$ cat src/rtl/cls_pkg.sv
// shared types and constants of the character lcd shadow differ
package cls_pkg;

  // default display geometry
  localparam int unsigned ROWS_DEF = 4;
  localparam int unsigned COLS_DEF = 20;

  // special characters
  localparam logic [7:0] CHAR_SPACE = 8'h20;
  localparam logic [7:0] CHAR_NUL   = 8'h00;

  // item commands
  typedef enum logic [2:0] {
    MODE_WR_IMG = 3'd0,
    MODE_WR_TAG = 3'd1,
    MODE_CLEAR  = 3'd2,
    MODE_SCAN   = 3'd3,
    MODE_CMP    = 3'd4,
    MODE_TAGS   = 3'd5
  } mode_e;

  // refresh kinds
  typedef enum logic [1:0] {
    KIND_LINE = 2'd0,
    KIND_TAG  = 2'd1,
    KIND_CHAR = 2'd2
  } kind_e;

  // controller states
  typedef enum logic [2:0] {
    ST_INIT,
    ST_IDLE,
    ST_CLEAR,
    ST_LINES,
    ST_TAGS,
    ST_WALK,
    ST_FINISH
  } ctrl_state_e;

  // input item payload
  typedef struct packed {
    logic [2:0] mode;
    logic [1:0] row;
    logic [4:0] col_first;
    logic [4:0] col_last;
    logic [7:0] char_value;
    logic       with_tags;
  } item_t;

  // result payload
  typedef struct packed {
    kind_e      kind;
    logic [1:0] out_row;
    logic [4:0] out_col;
    logic [7:0] out_char;
    logic       last;
  } res_t;

  // controller to datapath
  typedef struct packed {
    logic accept;
    logic sweep;
    logic fill_space;
    logic line_step;
    logic tag_step;
    logic walk_step;
    logic finish;
  } cmd_t;

  // datapath to controller
  typedef struct packed {
    mode_e mode;
    logic  sweep_last;
    logic  tr_last;
    logic  can_push;
    logic  tag_adv;
    logic  walk_done;
    logic  fin_ok;
  } sts_t;

endpackage

$ cat src/rtl/cls_item_if.sv
// input item channel
interface cls_item_if;
  logic       valid;
  logic       ready;
  logic [2:0] mode;
  logic [1:0] row;
  logic [4:0] col_first;
  logic [4:0] col_last;
  logic [7:0] char_value;
  logic       with_tags;

  modport source (
    output valid, mode, row, col_first, col_last, char_value, with_tags,
    input  ready
  );
  modport sink (
    input  valid, mode, row, col_first, col_last, char_value, with_tags,
    output ready
  );
endinterface

$ cat src/rtl/cls_res_if.sv
// result channel
interface cls_res_if;
  logic       valid;
  logic       ready;
  logic [1:0] kind;
  logic [1:0] out_row;
  logic [4:0] out_col;
  logic [7:0] out_char;
  logic       last;

  modport source (
    output valid, kind, out_row, out_col, out_char, last,
    input  ready
  );
  modport sink (
    input  valid, kind, out_row, out_col, out_char, last,
    output ready
  );
endinterface

$ cat src/rtl/cls_dp.sv
// datapath: image and shadow memories, tags, walker and output stage
module cls_dp #(
  parameter int unsigned ROWS = cls_pkg::ROWS_DEF,
  parameter int unsigned COLS = cls_pkg::COLS_DEF
) (
  input  logic           clk_i,
  input  logic           rst_ni,
  input  cls_pkg::item_t item_i,
  input  cls_pkg::cmd_t  cmd_i,
  output cls_pkg::sts_t  sts_o,
  input  logic           out_ready_i,
  output logic           out_valid_o,
  output cls_pkg::res_t  out_o
);

  localparam int unsigned DEPTH = ROWS * COLS;
  localparam int unsigned AW    = $clog2(DEPTH);
  localparam int unsigned RIW   = (ROWS > 1) ? $clog2(ROWS) : 1;
  localparam int unsigned CIW   = $clog2(COLS);

  localparam logic [AW-1:0]  ADDR_LAST = AW'(DEPTH - 1);
  localparam logic [AW-1:0]  COLS_A    = AW'(COLS);
  localparam logic [RIW-1:0] ROW_LAST  = RIW'(ROWS - 1);
  localparam logic [CIW-1:0] COL_LAST  = CIW'(COLS - 1);

  logic [7:0] img_mem [DEPTH];
  logic [7:0] shd_mem [DEPTH];
  logic [7:0] tag_img_q [ROWS];
  logic [7:0] tag_shd_q [ROWS];

  cls_pkg::mode_e in_mode, mode_q;
  logic           row_ok, col_ok, scan_en;
  logic [RIW-1:0] in_row;
  logic [CIW-1:0] in_cf, in_cend;
  logic [AW-1:0]  wr_addr, rd_addr;

  logic [AW-1:0]  sw_q;
  logic [RIW-1:0] tr_q, rw_q, rd_row_q;
  logic [CIW-1:0] cw_q, cend_q, rd_col_q;
  logic           more_q, rd_v_q, diff_q;
  logic [AW-1:0]  rd_addr_q;
  logic [7:0]     img_rd_q, shd_rd_q;

  logic           sweep_last, tr_last, tag_need, tag_adv;
  logic           is_scan, differ, row_end, dsum, emit_need, walk_adv, issue, walk_wr;
  logic [7:0]     fill;

  logic           out_v_q, hold_v_q, out_free, can_push, push_v, fin_move;
  cls_pkg::res_t  out_q, hold_q, push_res, fin_res;

  // decode of an incoming item
  always_comb begin
    in_mode = cls_pkg::mode_e'(item_i.mode);
    row_ok  = int'(item_i.row) < ROWS;
    col_ok  = int'(item_i.col_first) < COLS;
    in_row  = RIW'(item_i.row);
    in_cf   = CIW'(item_i.col_first);
    in_cend = (int'(item_i.col_last) >= COLS) ? COL_LAST : CIW'(item_i.col_last);
    scan_en = row_ok && col_ok && (in_cf <= in_cend);
  end

  assign wr_addr = AW'(in_row) * COLS_A + AW'(in_cf);
  assign rd_addr = AW'(rw_q) * COLS_A + AW'(cw_q);

  // sweep and tag counters
  assign sweep_last = (sw_q == ADDR_LAST);
  assign tr_last    = (tr_q == ROW_LAST);
  assign tag_need   = (tag_img_q[tr_q] != tag_shd_q[tr_q]);
  assign tag_adv    = !tag_need || can_push;
  assign fill       = cmd_i.fill_space ? cls_pkg::CHAR_SPACE : cls_pkg::CHAR_NUL;

  // compare of the cell held in the read registers
  always_comb begin
    is_scan   = (mode_q == cls_pkg::MODE_SCAN);
    differ    = (img_rd_q != shd_rd_q);
    row_end   = (rd_col_q == COL_LAST);
    dsum      = diff_q | differ;
    if (is_scan) begin
      emit_need = rd_v_q && (img_rd_q != cls_pkg::CHAR_NUL) && differ;
    end else begin
      emit_need = rd_v_q && row_end && dsum;
    end
    walk_adv  = !emit_need || can_push;
    issue     = cmd_i.walk_step && walk_adv && more_q;
    walk_wr   = cmd_i.walk_step && rd_v_q && walk_adv && (!is_scan || emit_need);
  end

  // output stage: a hold slot ahead of the output register marks the final result
  assign out_free = !out_v_q || out_ready_i;
  assign can_push = !hold_v_q || out_free;
  assign fin_move = cmd_i.finish && hold_v_q && out_free;

  always_comb begin
    push_v            = 1'b0;
    push_res.kind     = cls_pkg::KIND_LINE;
    push_res.out_row  = 2'(tr_q);
    push_res.out_col  = '0;
    push_res.out_char = '0;
    push_res.last     = 1'b0;
    if (cmd_i.line_step) begin
      push_v = can_push;
    end else if (cmd_i.tag_step) begin
      push_v            = tag_need && can_push;
      push_res.kind     = cls_pkg::KIND_TAG;
      push_res.out_char = tag_img_q[tr_q];
    end else if (cmd_i.walk_step) begin
      push_v           = emit_need && can_push;
      push_res.out_row = 2'(rd_row_q);
      if (is_scan) begin
        push_res.kind     = cls_pkg::KIND_CHAR;
        push_res.out_col  = 5'(rd_col_q);
        push_res.out_char = img_rd_q;
      end
    end
    fin_res      = hold_q;
    fin_res.last = 1'b1;
  end

  // output valid flags
  always_ff @(posedge clk_i or negedge rst_ni) begin
    if (!rst_ni) begin
      out_v_q  <= 1'b0;
      hold_v_q <= 1'b0;
    end else if (push_v) begin
      hold_v_q <= 1'b1;
      if (hold_v_q) begin
        out_v_q <= 1'b1;
      end else if (out_ready_i) begin
        out_v_q <= 1'b0;
      end
    end else if (fin_move) begin
      hold_v_q <= 1'b0;
      out_v_q  <= 1'b1;
    end else if (out_ready_i) begin
      out_v_q <= 1'b0;
    end
  end

  // output payload
  always_ff @(posedge clk_i) begin
    if (push_v) begin
      hold_q <= push_res;
      if (hold_v_q) begin
        out_q <= hold_q;
      end
    end else if (fin_move) begin
      out_q <= fin_res;
    end
  end

  // tag registers
  always_ff @(posedge clk_i or negedge rst_ni) begin
    if (!rst_ni) begin
      for (int i = 0; i < ROWS; i++) begin
        tag_img_q[i] <= '0;
        tag_shd_q[i] <= '0;
      end
    end else begin
      if (cmd_i.accept && in_mode == cls_pkg::MODE_WR_TAG && row_ok) begin
        tag_img_q[in_row] <= item_i.char_value;
      end
      if (cmd_i.tag_step && tag_need && can_push) begin
        tag_shd_q[tr_q] <= tag_img_q[tr_q];
      end
    end
  end

  // counters and walker control
  always_ff @(posedge clk_i or negedge rst_ni) begin
    if (!rst_ni) begin
      mode_q <= cls_pkg::MODE_WR_IMG;
      sw_q   <= '0;
      tr_q   <= '0;
      rw_q   <= '0;
      cw_q   <= '0;
      cend_q <= '0;
      more_q <= 1'b0;
      rd_v_q <= 1'b0;
      diff_q <= 1'b0;
    end else begin
      if (cmd_i.accept) begin
        mode_q <= in_mode;
        tr_q   <= '0;
        diff_q <= 1'b0;
        rd_v_q <= 1'b0;
        cend_q <= in_cend;
        if (in_mode == cls_pkg::MODE_CMP) begin
          rw_q   <= '0;
          cw_q   <= '0;
          more_q <= 1'b1;
        end else begin
          rw_q   <= in_row;
          cw_q   <= in_cf;
          more_q <= (in_mode == cls_pkg::MODE_SCAN) && scan_en;
        end
      end
      if (cmd_i.sweep) begin
        sw_q <= sweep_last ? '0 : sw_q + 1'b1;
      end
      if ((cmd_i.tag_step && tag_adv) || (cmd_i.line_step && can_push)) begin
        tr_q <= tr_last ? '0 : tr_q + 1'b1;
      end
      if (cmd_i.walk_step && walk_adv) begin
        rd_v_q <= issue;
        if (rd_v_q && !is_scan) begin
          diff_q <= row_end ? 1'b0 : dsum;
        end
        if (issue) begin
          if (is_scan) begin
            cw_q   <= cw_q + 1'b1;
            more_q <= (cw_q != cend_q);
          end else begin
            if (cw_q == COL_LAST) begin
              cw_q <= '0;
              rw_q <= rw_q + 1'b1;
            end else begin
              cw_q <= cw_q + 1'b1;
            end
            more_q <= !((cw_q == COL_LAST) && (rw_q == ROW_LAST));
          end
        end
      end
    end
  end

  // image memory
  always_ff @(posedge clk_i) begin
    if (cmd_i.sweep) begin
      img_mem[sw_q] <= fill;
    end else if (cmd_i.accept && in_mode == cls_pkg::MODE_WR_IMG && row_ok && col_ok) begin
      img_mem[wr_addr] <= item_i.char_value;
    end
    if (issue) begin
      img_rd_q <= img_mem[rd_addr];
    end
  end

  // shadow memory
  always_ff @(posedge clk_i) begin
    if (cmd_i.sweep) begin
      shd_mem[sw_q] <= fill;
    end else if (walk_wr) begin
      shd_mem[rd_addr_q] <= img_rd_q;
    end
    if (issue) begin
      shd_rd_q <= shd_mem[rd_addr];
    end
  end

  // location of the cell in flight
  always_ff @(posedge clk_i) begin
    if (issue) begin
      rd_addr_q <= rd_addr;
      rd_row_q  <= rw_q;
      rd_col_q  <= cw_q;
    end
  end

  // status
  always_comb begin
    sts_o.mode       = mode_q;
    sts_o.sweep_last = sweep_last;
    sts_o.tr_last    = tr_last;
    sts_o.can_push   = can_push;
    sts_o.tag_adv    = tag_adv;
    sts_o.walk_done  = !more_q && !rd_v_q;
    sts_o.fin_ok     = !hold_v_q || out_free;
  end

  assign out_valid_o = out_v_q;
  assign out_o       = out_q;

endmodule

$ cat src/rtl/cls_ctrl.sv
// controller state machine sequencing sweeps, tag checks and walks
module cls_ctrl (
  input  logic           clk_i,
  input  logic           rst_ni,
  input  logic           in_valid_i,
  input  cls_pkg::item_t item_i,
  output logic           in_ready_o,
  input  cls_pkg::sts_t  sts_i,
  output cls_pkg::cmd_t  cmd_o
);

  cls_pkg::ctrl_state_e state_q, state_d;
  cls_pkg::mode_e       in_mode;

  assign in_mode = cls_pkg::mode_e'(item_i.mode);

  // state register
  always_ff @(posedge clk_i or negedge rst_ni) begin
    if (!rst_ni) begin
      state_q <= cls_pkg::ST_INIT;
    end else begin
      state_q <= state_d;
    end
  end

  // next state and commands
  always_comb begin
    state_d    = state_q;
    cmd_o      = '0;
    in_ready_o = 1'b0;
    unique case (state_q)
      cls_pkg::ST_INIT: begin
        cmd_o.sweep = 1'b1;
        if (sts_i.sweep_last) begin
          state_d = cls_pkg::ST_IDLE;
        end
      end
      cls_pkg::ST_IDLE: begin
        in_ready_o = 1'b1;
        if (in_valid_i) begin
          cmd_o.accept = 1'b1;
          unique case (in_mode) inside
            cls_pkg::MODE_CLEAR: state_d = cls_pkg::ST_CLEAR;
            cls_pkg::MODE_SCAN, cls_pkg::MODE_CMP: begin
              state_d = item_i.with_tags ? cls_pkg::ST_TAGS : cls_pkg::ST_WALK;
            end
            cls_pkg::MODE_TAGS: state_d = cls_pkg::ST_TAGS;
            default: state_d = cls_pkg::ST_IDLE;
          endcase
        end
      end
      cls_pkg::ST_CLEAR: begin
        cmd_o.sweep      = 1'b1;
        cmd_o.fill_space = 1'b1;
        if (sts_i.sweep_last) begin
          state_d = cls_pkg::ST_LINES;
        end
      end
      cls_pkg::ST_LINES: begin
        cmd_o.line_step = 1'b1;
        if (sts_i.can_push && sts_i.tr_last) begin
          state_d = cls_pkg::ST_FINISH;
        end
      end
      cls_pkg::ST_TAGS: begin
        cmd_o.tag_step = 1'b1;
        if (sts_i.tag_adv && sts_i.tr_last) begin
          state_d = (sts_i.mode == cls_pkg::MODE_TAGS) ? cls_pkg::ST_FINISH
                                                       : cls_pkg::ST_WALK;
        end
      end
      cls_pkg::ST_WALK: begin
        cmd_o.walk_step = 1'b1;
        if (sts_i.walk_done) begin
          state_d = cls_pkg::ST_FINISH;
        end
      end
      cls_pkg::ST_FINISH: begin
        cmd_o.finish = 1'b1;
        if (sts_i.fin_ok) begin
          state_d = cls_pkg::ST_IDLE;
        end
      end
      default: state_d = cls_pkg::ST_IDLE;
    endcase
  end

endmodule

$ cat src/rtl/char_lcd_shadow_diff.sv
// After reset a sweep over all ROWS*COLS cells fills both memories with zero; ready stays low.
// Image and tag writes are taken in idle. A scan walks col_first..col_last of one row and a line
// compare all cells, each after a tag check with tags; a clear fills both memories with spaces.
// Unless stalled, the walk does one read, compare and shadow write per cycle on one port of each
// memory. Results pass a hold slot and an output register; back-pressure stretches the item.
// top level of the character lcd shadow differ
module char_lcd_shadow_diff #(
  parameter int unsigned ROWS = cls_pkg::ROWS_DEF,
  parameter int unsigned COLS = cls_pkg::COLS_DEF
) (
  input logic      clk_i,
  input logic      rst_ni,
  cls_item_if.sink item_i,
  cls_res_if.source res_o
);

  cls_pkg::item_t item;
  cls_pkg::cmd_t  cmd;
  cls_pkg::sts_t  sts;
  cls_pkg::res_t  res;
  logic           in_ready;
  logic           out_valid;

  // pack the input payload
  always_comb begin
    item.mode       = item_i.mode;
    item.row        = item_i.row;
    item.col_first  = item_i.col_first;
    item.col_last   = item_i.col_last;
    item.char_value = item_i.char_value;
    item.with_tags  = item_i.with_tags;
  end

  assign item_i.ready = in_ready;

  cls_ctrl u_ctrl (
    .clk_i      (clk_i),
    .rst_ni     (rst_ni),
    .in_valid_i (item_i.valid),
    .item_i     (item),
    .in_ready_o (in_ready),
    .sts_i      (sts),
    .cmd_o      (cmd)
  );

  cls_dp #(
    .ROWS (ROWS),
    .COLS (COLS)
  ) u_dp (
    .clk_i       (clk_i),
    .rst_ni      (rst_ni),
    .item_i      (item),
    .cmd_i       (cmd),
    .sts_o       (sts),
    .out_ready_i (res_o.ready),
    .out_valid_o (out_valid),
    .out_o       (res)
  );

  // unpack the result payload
  assign res_o.valid    = out_valid;
  assign res_o.kind     = res.kind;
  assign res_o.out_row  = res.out_row;
  assign res_o.out_col  = res.out_col;
  assign res_o.out_char = res.out_char;
  assign res_o.last     = res.last;

endmodule
$ cat src/flat_wrapper.sv
// flat-port wrapper written by rule: the top's interface ports become plain ports
module char_lcd_shadow_diff_flat 
#(
  parameter int unsigned ROWS = cls_pkg::ROWS_DEF,
  parameter int unsigned COLS = cls_pkg::COLS_DEF
)
  (clk_i, rst_ni, item_i_valid, item_i_mode, item_i_row, item_i_col_first, item_i_col_last, item_i_char_value, item_i_with_tags, item_i_ready, res_o_valid, res_o_kind, res_o_out_row, res_o_out_col, res_o_out_char, res_o_last, res_o_ready);
  cls_item_if item_i_i ();
  cls_res_if res_o_i ();
  input logic clk_i;
  input logic rst_ni;
  input wire logic [$bits(item_i_i.valid)-1:0] item_i_valid;
  input wire logic [$bits(item_i_i.mode)-1:0] item_i_mode;
  input wire logic [$bits(item_i_i.row)-1:0] item_i_row;
  input wire logic [$bits(item_i_i.col_first)-1:0] item_i_col_first;
  input wire logic [$bits(item_i_i.col_last)-1:0] item_i_col_last;
  input wire logic [$bits(item_i_i.char_value)-1:0] item_i_char_value;
  input wire logic [$bits(item_i_i.with_tags)-1:0] item_i_with_tags;
  output wire logic [$bits(item_i_i.ready)-1:0] item_i_ready;
  output wire logic [$bits(res_o_i.valid)-1:0] res_o_valid;
  output wire logic [$bits(res_o_i.kind)-1:0] res_o_kind;
  output wire logic [$bits(res_o_i.out_row)-1:0] res_o_out_row;
  output wire logic [$bits(res_o_i.out_col)-1:0] res_o_out_col;
  output wire logic [$bits(res_o_i.out_char)-1:0] res_o_out_char;
  output wire logic [$bits(res_o_i.last)-1:0] res_o_last;
  input wire logic [$bits(res_o_i.ready)-1:0] res_o_ready;
  assign item_i_i.valid = item_i_valid;
  assign item_i_i.mode = item_i_mode;
  assign item_i_i.row = item_i_row;
  assign item_i_i.col_first = item_i_col_first;
  assign item_i_i.col_last = item_i_col_last;
  assign item_i_i.char_value = item_i_char_value;
  assign item_i_i.with_tags = item_i_with_tags;
  assign item_i_ready = item_i_i.ready;
  assign res_o_valid = res_o_i.valid;
  assign res_o_kind = res_o_i.kind;
  assign res_o_out_row = res_o_i.out_row;
  assign res_o_out_col = res_o_i.out_col;
  assign res_o_out_char = res_o_i.out_char;
  assign res_o_last = res_o_i.last;
  assign res_o_i.ready = res_o_ready;
  char_lcd_shadow_diff #(.ROWS(ROWS), .COLS(COLS)) u_core (.clk_i(clk_i), .rst_ni(rst_ni), .item_i(item_i_i), .res_o(res_o_i));
endmodule
$ cat config.mk
export PLATFORM = sky130hd
export DESIGN_NAME = char_lcd_shadow_diff_flat
export DESIGN_NICKNAME = d
export VERILOG_FILES = /design/src/rtl/cls_pkg.sv /design/src/rtl/cls_item_if.sv /design/src/rtl/cls_res_if.sv /design/src/rtl/cls_dp.sv /design/src/rtl/cls_ctrl.sv /design/src/rtl/char_lcd_shadow_diff.sv /design/src/flat_wrapper.sv
export SDC_FILE = /design/constraint.sdc
export NUM_CORES = 2
export LEC_CHECK = 0
export BUFFER_PORTS_ARGS = -buffer_cell sky130_fd_sc_hd__buf_4
export CAP_MARGIN = 0
export CORE_AREA = 10 10 401 403
export CTS_CLUSTER_DIAMETER = 60
export DETAILED_ROUTE_END_ITERATION = 8
export DIE_AREA = 0 0 411 413
export SYNTH_ARGS = -nofsm -noshare
export SYNTH_HDL_FRONTEND = slang
export SYNTH_SLANG_ARGS = --single-unit
$ cat constraint.sdc
create_clock -name clk_i -period 3.88 [get_ports clk_i]
set_input_delay 0.776 -clock clk_i [delete_from_list [all_inputs] [get_ports clk_i]]
set_output_delay 0.776 -clock clk_i [all_outputs]
set_load 0.03 [all_outputs]
==> run summary <==
Initial Utilization -> 0.377
Total gr overflow -> 0
CP endpoint kind -> flop
Skew final -> 0.0278 ns
RSZ-0062 raised after global routing -> no
Syn Area/Cell -> 20.9 um^2
Final ANT Viol Nets -> 0
Vias in the first global route -> 28.9k
Post-Syn Area -> 57,600 um^2
Logic gate share of total power -> 0.341
Drt via density -> 5.38
Seq pwr share -> 0.380
Routed len/inst -> 25.8 um
Startpoint Class -> flop
IO Count -> 48
LEAKAGE -> 22.5 nW
CTS tree -> built
Worst EP required -> 4.27 ns
Worst-margin pin slew -> 1.10 ns
DIE WIDTH -> 411 um
Setup ws final -> 0.264 ns
Height of the chip -> 413 um
DIE AREA -> 170,000 um^2
Clock power frac -> 0.279
Antenna Diode Count -> 0
Final #Nets -> 3,124
Final Hold Vio Count -> 0
Hold WS -> 0.293 ns
Clock latency on the worst-skew pair -> 0.78 ns
Max Slew Vio Count -> 0
HP Class -> in2reg
Status -> finished, final reports clean
CTS H-Tree Depth -> 4
PortBufs -> 47
Reg area -> 42,700 um^2
Net Sw Frac -> 0.321
Area grow syn2layout -> 16.4%
Final wirelength -> 135 mm
Max Freq -> 0.277 GHz
DP Worst Slack -> 0.0987 ns
Inserted Clock Buffers -> 146
Final setup viols -> 0
Top FF cell, synth -> edfxtp_1
Syn_nets -> 2,805
Psw -> 16.2 mW
Gpl congestion -> 0.845
Critical path class -> reg2reg
Yosys reg bits -> 1,439
Total Power -> 50.5 mW
Async S/R FF share, synth -> 0.0667
Multi-input logic area -> 14,300 um^2
DP Wirelength -> 86.3 mm
VDD IR-drop max -> 0.688 mV
Drc violations -> 0
Register-to-register setup slack -> 0.26 ns
DRT Pass-1 Iters -> 5
Fill cell count -> 13.0k
Global Route Usage Sum -> 0.159
Core Region -> 153,000 um^2
Max-cap violations -> 0
Post-synthesis cell count -> 2,757
Synth warn -> 0
Max clock buf depth -> 3
Post-synthesis sequential area ratio -> 0.742
Unique masters post-synth -> 75
TNS Setup -> 0 ns
Relative slew margins -> 0.267
Internal power -> 34.2 mW
Resized cells post-CTS -> 0
Initial antenna violation count -> 2
Post-synth EDFFs -> 1,343
Pin count of the biggest net entering global routing -> 81
Power density cells -> 752 nW/um^2
Crit path DAT -> 4.01 ns
Starting DRT DRC Count -> 2,741
First-pass GRT wire length -> 201 mm
CP max FO -> 19
Fin crit share -> 0.932
Share of layout cells above drive strength 1 -> 0.329
Root buf cell -> clkbuf_16
Sink Count -> 1,439
Via Count -> 28.2k
Min cycle time layout -> 3.62 ns
CTS clk-pin slew, worst paths -> 0.06 ns
Core Rows -> 144
-- power by group through the flow --
stage	registers, mW	clock network [mW]	logic (mW)
floorplan	19.4	0	10.9
global placement	19.5	0	17.3
detailed placement	19.5	0	17.4
CTS	19.2	14.4	17.4
global route	19.3	15.0	18.2
finish	19.2	14.1	17.2
-- worst paths after layout --
path | start | to | depth (start not counted)
max | u_core.u_dp.img_rd_q[1] | u_core.u_dp.shd_mem[30][3] | 7
min | item_i_mode[1] | u_core.u_dp.mode_q[1] | 3
max reg2reg | u_core.u_dp.img_rd_q[1] | u_core.u_dp.shd_mem[30][3] | 7
min reg2reg | u_core.u_dp.fin_res[6] | u_core.u_dp.out_o[6] | 0
max in group asynchronous | rst_ni | u_core.u_dp.tag_img_q[13] | 3
min in group asynchronous | rst_ni | u_core.u_dp.tag_img_q[7] | 2
-- synthesized netlist by cell type, types with 3 or more instances --
| cell | number | area share |
|---|---|---|
| mux2i_2 | 3 | 0.00072 |
| nand4_1 | 4 | 0.00043 |
| o21ai_2 | 4 | 0.00061 |
| a21oi_1 | 28 | 0.0024 |
| a311oi_1 | 14 | 0.0021 |
| or2_2 | 4 | 0.00043 |
| buf_4 | 9 | 0.0012 |
| buf_2 | 47 | 0.0041 |
| nand2b_1 | 12 | 0.0013 |
| mux2_4 | 32 | 0.0083 |
| o21ai_1 | 14 | 0.0012 |
| nand3_1 | 10 | 0.00087 |
| o31ai_1 | 3 | 0.00039 |
| nand2_1 | 71 | 0.0046 |
| mux2_2 | 40 | 0.0078 |
| nor2b_1 | 31 | 0.0034 |
| clkbuf_1 | 64 | 0.0042 |
| mux2i_1 | 30 | 0.0052 |
| mux4_2 | 408 | 0.16 |
| and3_1 | 10 | 0.0011 |
| inv_1 | 16 | 0.0010 |
| ha_1 | 18 | 0.0039 |
| xor2_1 | 13 | 0.0020 |
| buf_6 | 6 | 0.0012 |
| nor3b_1 | 3 | 0.00039 |
| edfxtp_1 | 1343 | 0.70 |
| xnor2_1 | 14 | 0.0021 |
| a32oi_1 | 4 | 0.00061 |
| a211oi_1 | 30 | 0.0039 |
| dfrtp_1 | 96 | 0.042 |
| buf_1 | 11 | 0.00072 |
| o21ai_0 | 24 | 0.0021 |
| nor4_1 | 7 | 0.00076 |
| and2_1 | 20 | 0.0022 |
| nor2_1 | 214 | 0.014 |
| a22o_1 | 11 | 0.0017 |
| a41oi_1 | 3 | 0.00046 |
| o21a_1 | 4 | 0.00052 |
| or4_1 | 3 | 0.00039 |
| a31oi_1 | 9 | 0.00098 |
| a21o_1 | 4 | 0.00052 |
| nand3b_1 | 6 | 0.00078 |
| a22oi_1 | 4 | 0.00052 |
| nor3_1 | 17 | 0.0015 |
-- worst max-delay path, stage by stage, from the launching register on --
cell       delay, ns
edfxtp_1        0.45
or4_1           0.57
o21ai_1         0.16
a21oi_1         0.08
or2_1           0.48
a2111oi_0       0.54
a21oi_1         0.30
nor2_1          0.64
-- cell families (layout without fill, tap and decap cells) --
kind of cell               count (synthesis)  count (layout)  synth area share
DFF                                     1439            1439             0.742
muxes                                    514             514             0.182
and+or+nand+nor                          431             431            0.0350
AOI/OAI and AO/OA                        171             171            0.0206
buffers and inverters                    155             596            0.0125
xor gates and xnor gates                  27              27           0.00410
adders and majority gates                 20              20           0.00460
-- area by class of cell --
| type | instances | area share |
|---|---|---|
| Inverter | 18 | 0.00101 |
| Clock buffer | 178 | 0.0574 |
| Multi-Input combinational cell | 1163 | 0.212 |
| Clock inverter | 92 | 0.0140 |
| Tap cell | 2044 | 0.0381 |
| Timing Repair Buffer | 308 | 0.0401 |
| Sequential cell | 1439 | 0.637 |
-- through the flow --
stage           util  cells  cell area, um^2
6_report       0.439   5242            67100
5_1_grt        0.439   5242            67100
3_3_place_gp   0.407   4971            62300
2_1_floorplan      -   2757            57600
4_1_cts        0.439   5242            67100
3_5_place_dp   0.407   4971            62300
-- registers in the layout, summed over array words and instances (netlist names), 2 cells and up --
register               cells
u_core.u_dp.cw_q           5
u_core.u_dp.rw_q           2
u_core.u_dp.cend_q         5
u_core.u_dp.tag_img_q     32
u_core.u_dp.rd_row_q       2
u_core.u_dp.shd_mem      640
u_core.u_dp.img_rd_q       8
u_core.u_ctrl.state_q      3
u_core.u_dp.shd_rd_q       8
u_core.u_dp.img_mem      640
u_core.u_dp.mode_q         3
u_core.u_dp.out_o         18
u_core.u_dp.tr_q           2
u_core.u_dp.rd_addr_q      5
u_core.u_dp.sw_q           7
u_core.u_dp.rd_col_q       5
u_core.u_dp.tag_shd_q     32
u_core.u_dp.fin_res       17
-- routing by layer --
| metal | vias up | GRT usage | share of wire |
|---|---|---|---|
| met5 | - | 0 | 0 |
| met2 | 913 | 0.254 | 0.48 |
| met3 | 191 | 0.0291 | 0.058 |
| li1 | 12100 | - | - |
| met4 | 0 | 0.0444 | 0.026 |
| met1 | 15000 | 0.224 | 0.44 |
-- placed cells by master, fill, tap and decap left out, types with 29 or more instances in the layout --
cell type / Yosys / routed
edfxtp_1: 1343 / 1343
mux4_2: 408 / 408
buf_4: 9 / 277
nor2_1: 214 / 214
clkbuf_16: 0 / 147
dfrtp_1: 96 / 94
nand2_1: 71 / 71
mux2_2: 40 / 40
mux2_4: 32 / 32
nor2b_1: 31 / 31
mux2i_1: 30 / 30
a211oi_1: 30 / 30
buf_12: 0 / 30
clkinv_1: 1 / 29
-- what timing repair did --
action	CTS	global route
setup endpoints to repair	0	0
hold endpoints to repair	5	0
buffers inserted	0	0
hold buffers	1	0
Power figures use the tool's default switching activity.
